## config.mk

```make
export PLATFORM = sky130hd
export DESIGN_NAME = script_token_lexer
export DESIGN_NICKNAME = d
export VERILOG_FILES = /design/src/design/stl_pkg.sv /design/src/design/stl_step.sv /design/src/design/stl_res_fifo.sv /design/src/design/script_token_lexer.sv
export VERILOG_INCLUDE_DIRS = /design/src /design/src/design
export SDC_FILE = /design/constraint.sdc
export NUM_CORES = 1
export LEC_CHECK = 0
export BUFFER_PORTS_ARGS = -buffer_cell sky130_fd_sc_hd__buf_2
export CORE_MARGIN = 4
export CORE_UTILIZATION = 50
export CTS_BUF_LIST = sky130_fd_sc_hd__clkbuf_16
export CTS_CLUSTER_DIAMETER = 150
export DETAILED_ROUTE_END_ITERATION = 16
export HOLD_SLACK_MARGIN = 0.1
export PLACE_DENSITY = 0.67
export SLEW_MARGIN = 20
export SYNTH_ARGS = -nofsm -noshare
export SYNTH_HDL_FRONTEND = slang
export SYNTH_SLANG_ARGS = --single-unit
```

## constraint.sdc

```tcl
create_clock -name clk -period 5.8 [get_ports clk]
set_input_delay 0.58 -clock clk [delete_from_list [all_inputs] [get_ports clk]]
set_output_delay 0.58 -clock clk [all_outputs]
set_load 0.005 [all_outputs]
```

## src/design/script_token_lexer_defines.svh

```systemverilog
// assertion macros for the script token lexer
`ifndef SCRIPT_TOKEN_LEXER_DEFINES_SVH
`define SCRIPT_TOKEN_LEXER_DEFINES_SVH

`ifndef ASSERT_OFF

// same-cycle implication, checked outside reset
`define STL_ASSERT_IMP(lbl, cond, conseq, msg) \
  lbl: assert property (@(posedge clk) disable iff (!rst_n) (cond) |-> (conseq)) \
    else $error(msg);

// next-cycle implication, checked outside reset
`define STL_ASSERT_NXT(lbl, cond, conseq, msg) \
  lbl: assert property (@(posedge clk) disable iff (!rst_n) (cond) |=> (conseq)) \
    else $error(msg);

`else

`define STL_ASSERT_IMP(lbl, cond, conseq, msg)
`define STL_ASSERT_NXT(lbl, cond, conseq, msg)

`endif

`endif

```

## src/design/stl_pkg.sv

```systemverilog
`timescale 1ns / 1ps

package stl_pkg;

  // one input item
  typedef struct packed {
    logic [7:0] data_byte;
    logic       end_of_source;
  } stl_in_t;

  // one result item
  typedef struct packed {
    logic       text_valid;
    logic [7:0] text_byte;
    logic       token_valid;
    logic [4:0] token_kind;
    logic [1:0] error_code;
    logic       last_of_run;
  } stl_out_t;

  // lexer mode between bytes
  typedef enum logic [2:0] {
    MODE_IDLE,
    MODE_NUMBER,
    MODE_IDENT,
    MODE_STRING,
    MODE_CHAR,
    MODE_EQ,
    MODE_BANG
  } lex_mode_t;

  // token kind codes
  typedef enum logic [4:0] {
    KIND_NUMBER   = 5'd0,
    KIND_LITERAL  = 5'd1,
    KIND_KW_SMILE = 5'd2,
    KIND_KW_INT   = 5'd3,
    KIND_KW_FLOAT = 5'd4,
    KIND_KW_STR   = 5'd5,
    KIND_KW_ANA   = 5'd6,
    KIND_KW_ELSA  = 5'd7,
    KIND_IDENT    = 5'd8,
    KIND_PLUS     = 5'd9,
    KIND_MINUS    = 5'd10,
    KIND_STAR     = 5'd11,
    KIND_SLASH    = 5'd12,
    KIND_LPAREN   = 5'd13,
    KIND_RPAREN   = 5'd14,
    KIND_SEMI     = 5'd15,
    KIND_DEQ      = 5'd16,
    KIND_EQ       = 5'd17,
    KIND_NEQ      = 5'd18,
    KIND_END      = 5'd19
  } token_kind_t;

  // error codes
  typedef enum logic [1:0] {
    ERR_NONE   = 2'd0,
    ERR_STRING = 2'd1,
    ERR_CHAR   = 2'd2
  } err_code_t;

  // lexer state carried from item to item
  typedef struct packed {
    lex_mode_t  mode;
    logic [5:0] kw_cand;
    logic [2:0] ident_len;
    logic [1:0] lit_seen;
    logic       err_latched;
  } stl_state_t;

  // result queue depth
  localparam int RES_FIFO_DEPTH = 4;

endpackage

```

## src/design/stl_step.sv

```systemverilog
`timescale 1ns / 1ps

module stl_step (
  input  stl_pkg::stl_in_t    item,
  input  stl_pkg::stl_state_t state,
  output stl_pkg::stl_state_t state_nxt,
  output stl_pkg::stl_out_t   res0,
  output stl_pkg::stl_out_t   res1,
  output logic [1:0]          res_cnt
);
  import stl_pkg::*;

  localparam int NUM_KW = 6;

  localparam logic [7:0] CH_DQUOTE = 8'h22;
  localparam logic [7:0] CH_SQUOTE = 8'h27;
  localparam logic [7:0] CH_BSLASH = 8'h5C;
  localparam logic [7:0] CH_EQUAL  = 8'h3D;
  localparam logic [7:0] CH_BANG   = 8'h21;
  localparam logic [7:0] CH_DOT    = 8'h2E;

  // keyword text, padded with zero to eight places
  localparam logic [7:0] KW_TEXT [NUM_KW][8] = '{
    '{"s", "m", "i", "l", "e", 8'h00, 8'h00, 8'h00},
    '{"i", "n", "t", 8'h00, 8'h00, 8'h00, 8'h00, 8'h00},
    '{"f", "l", "o", "a", "t", 8'h00, 8'h00, 8'h00},
    '{"s", "t", "r", "i", "n", "g", 8'h00, 8'h00},
    '{"a", "n", "a", 8'h00, 8'h00, 8'h00, 8'h00, 8'h00},
    '{"e", "l", "s", "a", 8'h00, 8'h00, 8'h00, 8'h00}
  };
  localparam logic [2:0] KW_LEN [NUM_KW] = '{3'd5, 3'd3, 3'd5, 3'd6, 3'd3, 3'd4};

  // decode of a byte that arrives between tokens
  typedef struct packed {
    lex_mode_t  mode;
    logic       has_res;
    stl_out_t   res;
    logic       set_ident;
    logic [5:0] kw_cand;
    logic       clr_lit;
  } start_t;

  function automatic logic is_digit(input logic [7:0] b);
    return (b >= "0") && (b <= "9");
  endfunction

  function automatic logic is_alpha(input logic [7:0] b);
    return ((b >= "a") && (b <= "z")) || ((b >= "A") && (b <= "Z"));
  endfunction

  function automatic stl_out_t mk_res(input logic tv, input logic [7:0] tb, input logic kv,
                                      input logic [4:0] kind, input logic [1:0] err);
    stl_out_t r;
    r.text_valid  = tv;
    r.text_byte   = tv ? tb : 8'h00;
    r.token_valid = kv;
    r.token_kind  = kv ? kind : 5'd0;
    r.error_code  = err;
    r.last_of_run = 1'b0;
    return r;
  endfunction

  function automatic stl_out_t mk_tok(input logic [4:0] kind);
    return mk_res(1'b0, 8'h00, 1'b1, kind, ERR_NONE);
  endfunction

  function automatic stl_out_t mk_text(input logic [7:0] b);
    return mk_res(1'b1, b, 1'b0, KIND_NUMBER, ERR_NONE);
  endfunction

  function automatic stl_out_t mk_err(input logic [1:0] err);
    return mk_res(1'b0, 8'h00, 1'b0, KIND_NUMBER, err);
  endfunction

  // narrow the keyword candidates by one more identifier byte
  function automatic logic [5:0] kw_push(input logic [5:0] cand, input logic [2:0] len,
                                         input logic [7:0] b);
    logic [5:0] keep;
    for (int k = 0; k < NUM_KW; k++) begin
      keep[k] = cand[k] && (len < KW_LEN[k]) && (KW_TEXT[k][len] == b);
    end
    return keep;
  endfunction

  // kind of a finished identifier, lowest keyword wins
  function automatic logic [4:0] ident_kind(input logic [5:0] cand, input logic [2:0] len);
    logic [4:0] kind;
    kind = KIND_IDENT;
    for (int k = NUM_KW - 1; k >= 0; k--) begin
      if (cand[k] && (KW_LEN[k] == len)) begin
        kind = 5'(KIND_KW_SMILE) + 5'(k);
      end
    end
    return kind;
  endfunction

  function automatic start_t start_token(input logic [7:0] b);
    start_t s;
    s.mode      = MODE_IDLE;
    s.has_res   = 1'b0;
    s.res       = '0;
    s.set_ident = 1'b0;
    s.kw_cand   = kw_push(6'h3F, 3'd0, b);
    s.clr_lit   = 1'b0;
    if (is_digit(b)) begin
      s.mode    = MODE_NUMBER;
      s.has_res = 1'b1;
      s.res     = mk_text(b);
    end else if (is_alpha(b)) begin
      s.mode      = MODE_IDENT;
      s.has_res   = 1'b1;
      s.res       = mk_text(b);
      s.set_ident = 1'b1;
    end else if (b == CH_DQUOTE) begin
      s.mode = MODE_STRING;
    end else if (b == CH_SQUOTE) begin
      s.mode    = MODE_CHAR;
      s.clr_lit = 1'b1;
    end else if (b == CH_EQUAL) begin
      s.mode = MODE_EQ;
    end else if (b == CH_BANG) begin
      s.mode = MODE_BANG;
    end else begin
      s.has_res = 1'b1;
      case (b)
        "+":     s.res = mk_tok(KIND_PLUS);
        "-":     s.res = mk_tok(KIND_MINUS);
        "*":     s.res = mk_tok(KIND_STAR);
        "/":     s.res = mk_tok(KIND_SLASH);
        "(":     s.res = mk_tok(KIND_LPAREN);
        ")":     s.res = mk_tok(KIND_RPAREN);
        ";":     s.res = mk_tok(KIND_SEMI);
        default: s.has_res = 1'b0;
      endcase
    end
    return s;
  endfunction

  logic [7:0] b;
  start_t     st;
  logic       alnum;
  logic [2:0] len_inc;
  stl_out_t   r0;
  stl_out_t   r1;
  logic [1:0] cnt;

  assign b       = item.data_byte;
  assign st      = start_token(b);
  assign alnum   = is_alpha(b) || is_digit(b);
  assign len_inc = (state.ident_len == 3'd7) ? 3'd7 : state.ident_len + 3'd1;

  // next state
  always_comb begin
    state_nxt = state;
    if (state.err_latched) begin
      if (item.end_of_source) begin
        state_nxt = '0;
      end
    end else if (item.end_of_source) begin
      if ((state.mode == MODE_STRING) || (state.mode == MODE_CHAR)) begin
        state_nxt.err_latched = 1'b1;
        state_nxt.mode        = MODE_IDLE;
        state_nxt.lit_seen    = 2'd0;
      end else begin
        state_nxt = '0;
      end
    end else begin
      case (state.mode)
        MODE_NUMBER: begin
          if (!(is_digit(b) || (b == CH_DOT))) begin
            state_nxt.mode = st.mode;
          end
        end
        MODE_IDENT: begin
          if (alnum) begin
            state_nxt.kw_cand   = kw_push(state.kw_cand, state.ident_len, b);
            state_nxt.ident_len = len_inc;
          end else begin
            state_nxt.kw_cand   = '0;
            state_nxt.ident_len = 3'd0;
            state_nxt.mode      = st.mode;
          end
        end
        MODE_STRING: begin
          if (b == CH_DQUOTE) begin
            state_nxt.mode = MODE_IDLE;
          end
        end
        MODE_CHAR: begin
          if ((state.lit_seen == 2'd0) && (b == CH_BSLASH)) begin
            state_nxt.lit_seen = 2'd1;
          end else if (state.lit_seen < 2'd2) begin
            state_nxt.lit_seen = 2'd2;
          end else if (b == CH_SQUOTE) begin
            state_nxt.mode     = MODE_IDLE;
            state_nxt.lit_seen = 2'd0;
          end else begin
            state_nxt.err_latched = 1'b1;
            state_nxt.mode        = MODE_IDLE;
            state_nxt.lit_seen    = 2'd0;
          end
        end
        MODE_EQ, MODE_BANG: begin
          state_nxt.mode = (b == CH_EQUAL) ? MODE_IDLE : st.mode;
        end
        default: begin
          state_nxt.mode = st.mode;
        end
      endcase
      // a new token started by this byte
      if ((state.mode == MODE_IDLE) || (((state.mode == MODE_NUMBER)) && !is_digit(b) &&
          (b != CH_DOT)) || ((state.mode == MODE_IDENT) && !alnum) ||
          (((state.mode == MODE_EQ) || (state.mode == MODE_BANG)) && (b != CH_EQUAL))) begin
        if (st.set_ident) begin
          state_nxt.kw_cand   = st.kw_cand;
          state_nxt.ident_len = 3'd1;
        end
        if (st.clr_lit) begin
          state_nxt.lit_seen = 2'd0;
        end
      end
    end
  end

  // results
  always_comb begin
    r0  = '0;
    r1  = '0;
    cnt = 2'd0;
    if (state.err_latched) begin
      cnt = 2'd0;
    end else if (item.end_of_source) begin
      case (state.mode)
        MODE_NUMBER: begin
          r0  = mk_tok(KIND_NUMBER);
          r1  = mk_tok(KIND_END);
          cnt = 2'd2;
        end
        MODE_IDENT: begin
          r0  = mk_tok(ident_kind(state.kw_cand, state.ident_len));
          r1  = mk_tok(KIND_END);
          cnt = 2'd2;
        end
        MODE_EQ: begin
          r0  = mk_tok(KIND_EQ);
          r1  = mk_tok(KIND_END);
          cnt = 2'd2;
        end
        MODE_STRING: begin
          r0  = mk_err(ERR_STRING);
          cnt = 2'd1;
        end
        MODE_CHAR: begin
          r0  = mk_err(ERR_CHAR);
          cnt = 2'd1;
        end
        default: begin
          r0  = mk_tok(KIND_END);
          cnt = 2'd1;
        end
      endcase
    end else begin
      case (state.mode)
        MODE_NUMBER: begin
          if (is_digit(b) || (b == CH_DOT)) begin
            r0  = mk_text(b);
            cnt = 2'd1;
          end else begin
            r0  = mk_tok(KIND_NUMBER);
            r1  = st.res;
            cnt = {1'b0, 1'b1} + {1'b0, st.has_res};
          end
        end
        MODE_IDENT: begin
          if (alnum) begin
            r0  = mk_text(b);
            cnt = 2'd1;
          end else begin
            r0  = mk_tok(ident_kind(state.kw_cand, state.ident_len));
            r1  = st.res;
            cnt = {1'b0, 1'b1} + {1'b0, st.has_res};
          end
        end
        MODE_STRING: begin
          r0  = (b == CH_DQUOTE) ? mk_tok(KIND_LITERAL) : mk_text(b);
          cnt = 2'd1;
        end
        MODE_CHAR: begin
          if ((state.lit_seen == 2'd0) && (b == CH_BSLASH)) begin
            cnt = 2'd0;
          end else if (state.lit_seen < 2'd2) begin
            r0  = mk_text(b);
            cnt = 2'd1;
          end else if (b == CH_SQUOTE) begin
            r0  = mk_tok(KIND_LITERAL);
            cnt = 2'd1;
          end else begin
            r0  = mk_err(ERR_CHAR);
            cnt = 2'd1;
          end
        end
        MODE_EQ: begin
          if (b == CH_EQUAL) begin
            r0  = mk_tok(KIND_DEQ);
            cnt = 2'd1;
          end else begin
            r0  = mk_tok(KIND_EQ);
            r1  = st.res;
            cnt = {1'b0, 1'b1} + {1'b0, st.has_res};
          end
        end
        MODE_BANG: begin
          if (b == CH_EQUAL) begin
            r0  = mk_tok(KIND_NEQ);
            cnt = 2'd1;
          end else begin
            r0  = st.res;
            cnt = {1'b0, st.has_res};
          end
        end
        default: begin
          r0  = st.res;
          cnt = {1'b0, st.has_res};
        end
      endcase
    end
    // mark the final result of this item
    r0.last_of_run = (cnt == 2'd1);
    r1.last_of_run = (cnt == 2'd2);
  end

  assign res0    = r0;
  assign res1    = r1;
  assign res_cnt = cnt;

endmodule

```

## src/design/stl_res_fifo.sv

```systemverilog
`timescale 1ns / 1ps

module stl_res_fifo #(
  parameter int Depth = stl_pkg::RES_FIFO_DEPTH
) (
  input  logic                       clk,
  input  logic                       rst_n,
  input  logic [1:0]                 push_cnt,
  input  stl_pkg::stl_out_t          wdata0,
  input  stl_pkg::stl_out_t          wdata1,
  output logic [$clog2(Depth+1)-1:0] free_cnt,
  output logic                       out_valid,
  input  logic                       out_ready,
  output stl_pkg::stl_out_t          out_item
);
  import stl_pkg::*;

  localparam int PtrW = $clog2(Depth);
  localparam int CntW = $clog2(Depth + 1);

  function automatic logic [PtrW-1:0] ptr_inc(input logic [PtrW-1:0] p);
    return (p == PtrW'(Depth - 1)) ? '0 : p + 1'b1;
  endfunction

  stl_out_t        mem [Depth];
  logic [PtrW-1:0] head_r, head_nxt;
  logic [PtrW-1:0] tail_r, tail_nxt;
  logic [CntW-1:0] cnt_r, cnt_nxt;
  logic [PtrW-1:0] tail_p1;
  logic            pop;

  assign pop       = out_valid && out_ready;
  assign tail_p1   = ptr_inc(tail_r);
  assign out_valid = (cnt_r != '0);
  assign out_item  = mem[head_r];
  assign free_cnt  = CntW'(Depth) - cnt_r;

  // pointer and fill bookkeeping
  always_comb begin
    head_nxt = pop ? ptr_inc(head_r) : head_r;
    case (push_cnt)
      2'd1:    tail_nxt = tail_p1;
      2'd2:    tail_nxt = ptr_inc(tail_p1);
      default: tail_nxt = tail_r;
    endcase
    cnt_nxt = cnt_r + CntW'(push_cnt) - CntW'(pop);
  end

  always_ff @(posedge clk) begin
    if (!rst_n) begin
      head_r <= '0;
      tail_r <= '0;
      cnt_r  <= '0;
    end else begin
      head_r <= head_nxt;
      tail_r <= tail_nxt;
      cnt_r  <= cnt_nxt;
    end
  end

  // result storage, up to two entries written per cycle
  always_ff @(posedge clk) begin
    if (push_cnt != 2'd0) begin
      mem[tail_r] <= wdata0;
    end
    if (push_cnt == 2'd2) begin
      mem[tail_p1] <= wdata1;
    end
  end

endmodule

```

## src/design/script_token_lexer.sv

```systemverilog
`timescale 1ns / 1ps
// an accepted item waits in the input stage until the result queue has room for its results
// throughput: one item per cycle while the result queue has room and items give at most one
//   result each; the output port drains one result per cycle, limiting items with two results
// reset: synchronous active-low rst_n clears the lexer state, the input stage and the
//   result queue; the lexer starts idle between tokens
`include "script_token_lexer_defines.svh"

module script_token_lexer #(
  parameter int FifoDepth = stl_pkg::RES_FIFO_DEPTH
) (
  input  logic              clk,
  input  logic              rst_n,
  input  logic              in_valid,
  output logic              in_ready,
  input  stl_pkg::stl_in_t  in_item,
  output logic              out_valid,
  input  logic              out_ready,
  output stl_pkg::stl_out_t out_item
);
  import stl_pkg::*;

  localparam int CntW = $clog2(FifoDepth + 1);

  logic                in_valid_r, in_valid_nxt;
  stl_in_t             in_item_r;
  stl_state_t          state_r;
  stl_state_t          state_nxt;
  stl_out_t            res0;
  stl_out_t            res1;
  logic [1:0]          res_cnt;
  logic [1:0]          push_cnt;
  logic [CntW-1:0]     free_cnt;
  logic                consume;
  logic                latched_busy;
  logic                eos_done;
  logic                out_err;
  logic                err_closes;
  logic                out_empty;

  // the held item is processed once the queue has room for its results
  assign consume      = in_valid_r && (CntW'(res_cnt) <= free_cnt);
  assign in_ready     = !in_valid_r || consume;
  assign push_cnt     = consume ? res_cnt : 2'd0;
  assign in_valid_nxt = (in_valid && in_ready) || (in_valid_r && !consume);

  // input stage
  always_ff @(posedge clk) begin
    if (!rst_n) begin
      in_valid_r <= 1'b0;
    end else begin
      in_valid_r <= in_valid_nxt;
    end
  end

  always_ff @(posedge clk) begin
    if (in_valid && in_ready) begin
      in_item_r <= in_item;
    end
  end

  // lexer state advances with each processed item
  always_ff @(posedge clk) begin
    if (!rst_n) begin
      state_r <= '0;
    end else if (consume) begin
      state_r <= state_nxt;
    end
  end

  stl_step u_step (
    .item      (in_item_r),
    .state     (state_r),
    .state_nxt (state_nxt),
    .res0      (res0),
    .res1      (res1),
    .res_cnt   (res_cnt)
  );

  stl_res_fifo #(
    .Depth (FifoDepth)
  ) u_res_fifo (
    .clk       (clk),
    .rst_n     (rst_n),
    .push_cnt  (push_cnt),
    .wdata0    (res0),
    .wdata1    (res1),
    .free_cnt  (free_cnt),
    .out_valid (out_valid),
    .out_ready (out_ready),
    .out_item  (out_item)
  );

  // check terms
  assign latched_busy = in_valid_r && state_r.err_latched;
  assign eos_done     = consume && in_item_r.end_of_source;
  assign out_err      = out_valid && (out_item.error_code != ERR_NONE);
  assign err_closes   = out_item.last_of_run && !out_item.token_valid;
  assign out_empty    = out_valid && !out_item.text_valid && !out_item.token_valid;

  // checks
  `STL_ASSERT_IMP(a_latched_silent, latched_busy, res_cnt == 2'd0, "latched error gave results")
  `STL_ASSERT_NXT(a_eos_idle, eos_done, state_r.mode == MODE_IDLE, "not idle after end of source")
  `STL_ASSERT_IMP(a_err_last, out_err, err_closes, "error result not final")
  `STL_ASSERT_IMP(a_res_payload, out_empty, out_item.error_code != ERR_NONE, "empty result")

endmodule

```

==> results.txt <==
Via count - 5903
Num ports - 33
Sum of negative setup slack - 0 ns
Routability congestion estimate - 0.9887
Synthesized instance count - 711
Crit path DAT - 5.52 ns
CTS Hold Bufs - 0
Largest net degree at the start of global routing - 30
DIE AREA - 0.01553 mm2
Min Tclk post-route - 5.395 ns
Mapped Area - 0.006800 mm2
Worst reg2reg setup slack - 0.41 ns
Xor-xnor portion of the synthesized cell area - 0.02190
Postcts setup bufs - 0
Simple-Gate Fraction of Synth Area - 0.1956
Synth-to-layout area growth - 8.979%
Status - complete, no violations
Final worst path period share - 0.9302
Worst path cell trace - buf_4 -> inv_1 -> o21ai_0 -> a21oi_2 -> a21oi_4 -> a31oi_1 -> a2111oi_4 -> or3_1 -> ha_1 -> nand2_1 -> o211ai_1 -> nand2_1 -> or4_1 -> ha_1 -> a21oi_1 -> nand2b_1 -> o32ai_1
Slowest cell on crit path - a21oi_1
First-pass GRT wire length - 30.13 mm
Core area - 0.01330 mm2
Die X-Extent - 124.6 um
Cts repair resizes - 0
CTS root buffer - clkbuf_16
Post-synthesis sequential area ratio - 0.4195
Initial Util - 0.5115
Yosys warns - 0
CP endpoint kind - flop
Setup CP Type - flop to flop
Min-Delay Path Class - input pin to flop
Post-Synth Adder-Cell Area - 0.04342
Critical Path RT - 5.93 ns
Fmax - 0.1854 GHz
Initial antenna violation count - 0
Final setup viols - 0
Vias in the first global route - 5536
Clock H-tree levels - 3
Synthesized flop and latch total - 106
Largest family of logic cells by synthesized area - compound AO/OA/AOI/OAI gates
Fin util - 0.5574
Multiplexer share of the synthesized area - 0.06569
First-pass DRT Iterations - 7
# rows - 42
Ratio of cells with drive above 1 in the final layout - 0.1391
Relative slew slack - 0.3407
Skew final - 0.01015 ns
Drt total wl - 18.73 mm
Tot GR Track Use - 0.2396
Worst Reg2Reg Path Length in Cells - 17
Post-Syn Area per Cell - 9.564 um2
Worst-path clk slew - 0.08 ns
CTS Buffer Depth - 2
Pins Over Slew Limit - 0
Port bufs - 32
Endpoints failing hold - 0
Slew @ Worst Pin - 0.9640 ns
Leak Pwr - 2.471 nW
Grt ovf - 0
# fillers - 1201
Die height - 124.6 um
Largest stage delay on the critical path - 0.58 ns
RSZ-0062 raised after global routing - no
DP Wirelength - 13.74 mm
Sink Count - 106
Startpoint Class - flop
Worst-path fanout max - 18
Routed WL per cell - 20.77 um
Pwr dens - 298.0 mW/mm2
Worst hold stages - 1
# nets final - 757
DRT iter0 DRCs - 846
Share of flip-flops with an asynchronous set or reset - 0
Clk_lat worst skew - 0.36 ns
CTS tree - yes
Synth Area in Compound Gates - 0.2024
Peak supply drop - 149.9 uV
DR vias/cell - 6.544
Yosys cell types - 76
Residual DRC - 0
Post-Syn Nets - 747
Total CTS buffers - 9
Prevailing post-synth register cell - edfxtp_1
Number of synthesized flops with an enable pin - 73
Max Cap Viol - 0
Overall power - 2.208 mW
Hold Slack - 0.3890 ns
# diodes - 0
ANT nets after route - 0
worst max-delay path: cells and delay by family (launching register included):
family	cells	cell delay, ns
AOI/OAI and AO/OA	8	2.12
adders and majority gates	2	0.71
buffers and inverters	2	0.60
DFF	1	0.48
and+or+nand+nor	5	1.23
layer usage:
metal	part of all wire	vias up	GRT usage	wire length (um)
met5	0	-	0	0
met4	0.033	0	0.08897	624
met3	0.080	56	0.03259	1501
met2	0.44	353	0.3629	8279
met1	0.44	2782	0.3508	8326
li1	-	2712	-	-
where the power goes:
group	switching, mW	leakage, nW	total [mW]	internal (mW)
combinational	0.375	1.42	0.656	0.281
sequential	0.0647	0.912	0.936	0.872
clock	0.295	0.144	0.616	0.322
registers in the layout, indices dropped and copies added (netlist names), named ones only:
signal	count
u_res_fifo.mem	72
in_item_r	9
state_r	15
in_valid_r	1
u_res_fifo.tail_r	2
u_res_fifo.cnt_r	3
u_res_fifo.head_r	2
cells by family (layout without fill, tap and decap cells):
family | Yosys count | after routing
and+or+nand+nor | 252 | 252
AOI/OAI and AO/OA | 202 | 202
DFF | 106 | 106
buffers and inverters | 89 | 104
adders and majority gates | 23 | 23
muxes | 22 | 22
xor gates and xnor gates | 17 | 17
final timing paths:
kind,start,to
worst max register to register,in_item_r[2],u_res_fifo.mem[0][0]
worst min-delay path,in_item[0],in_item_r[0]
worst max-delay path,in_item_r[2],u_res_fifo.mem[0][0]
worst min register to register,u_res_fifo.mem[2][1],u_res_fifo.mem[2][1]
synth_stat cells (4+ instances only):
cell,count,area [um2]
nand2b_1,18,112.6
buf_2,7,35.03
nor4_1,5,31.28
xnor2_1,11,96.34
nor2_1,59,221.5
o32ai_1,11,96.34
xor2_1,6,52.55
o21ai_0,32,160.2
nor2b_1,30,187.7
mux4_2,18,405.4
a21oi_1,45,225.2
o2111ai_1,6,52.55
and2_1,10,62.56
buf_1,7,26.28
a31oi_1,17,106.4
dfxtp_1,33,660.6
o22ai_1,25,156.4
or4_1,5,37.54
nand4_1,10,62.56
a32o_1,4,40.04
ha_1,22,275.3
and3_1,8,50.05
nor3_1,19,95.09
a211oi_1,7,52.55
o211ai_1,7,52.55
a22o_1,8,70.07
nor3b_1,5,37.54
nand2_1,43,161.4
edfxtp_1,73,2192
clkbuf_1,38,142.6
a221oi_1,4,35.03
nand3_1,19,95.09
inv_1,34,127.6
layout make-up:
class | count | area [um2] | area share
Inverter | 36 | 135.1 | 0.01823
Multi-Input combinational cell | 516 | 3597 | 0.4854
Timing Repair Buffer | 52 | 310.3 | 0.04187
Sequential cell | 106 | 2853 | 0.3849
Clock inverter | 6 | 45.04 | 0.006078
Clock buffer | 10 | 250.2 | 0.03377
Tap cell | 176 | 220.2 | 0.02971
metrics by stage:
step	instances	cell area, um2	setup WS, ns
final	902	7411	0.4050
after global placement	886	7116	0.6695
after floorplan	711	6800	1.104
after global routing	902	7411	0.07087
after CTS	902	7411	0.5019
after detailed placement	886	7116	0.5476
cell usage in the layout (no fill, tap or decap), drive strengths merged, types with 4 or more instances in the layout:
cell     Yosys  routed
o21ai       33      33
a211oi       7       7
inv         34      37
clkbuf      38      10
o211ai       7       7
clkinv       2       4
nor2        60      60
nand3       19      19
a2111oi      5       5
xnor2       11      11
buf         15      52
o22ai       26      26
and3         8       8
a221oi       4       4
dfxtp       33      33
o32ai       11      11
nand4       10      10
nor3b        6       6
nand2b      18      18
edfxtp      73      73
a31oi       17      17
nor4         5       5
nand2       43      43
ha          22      22
nor2b       30      30
o2111ai      6       6
nor3        20      20
xor2         6       6
a22o         8       8
or4          7       7
a21oi       47      47
mux4        18      18
and2        10      10
a32o         4       4
No activity file was read; power rests on OpenSTA's default activity.
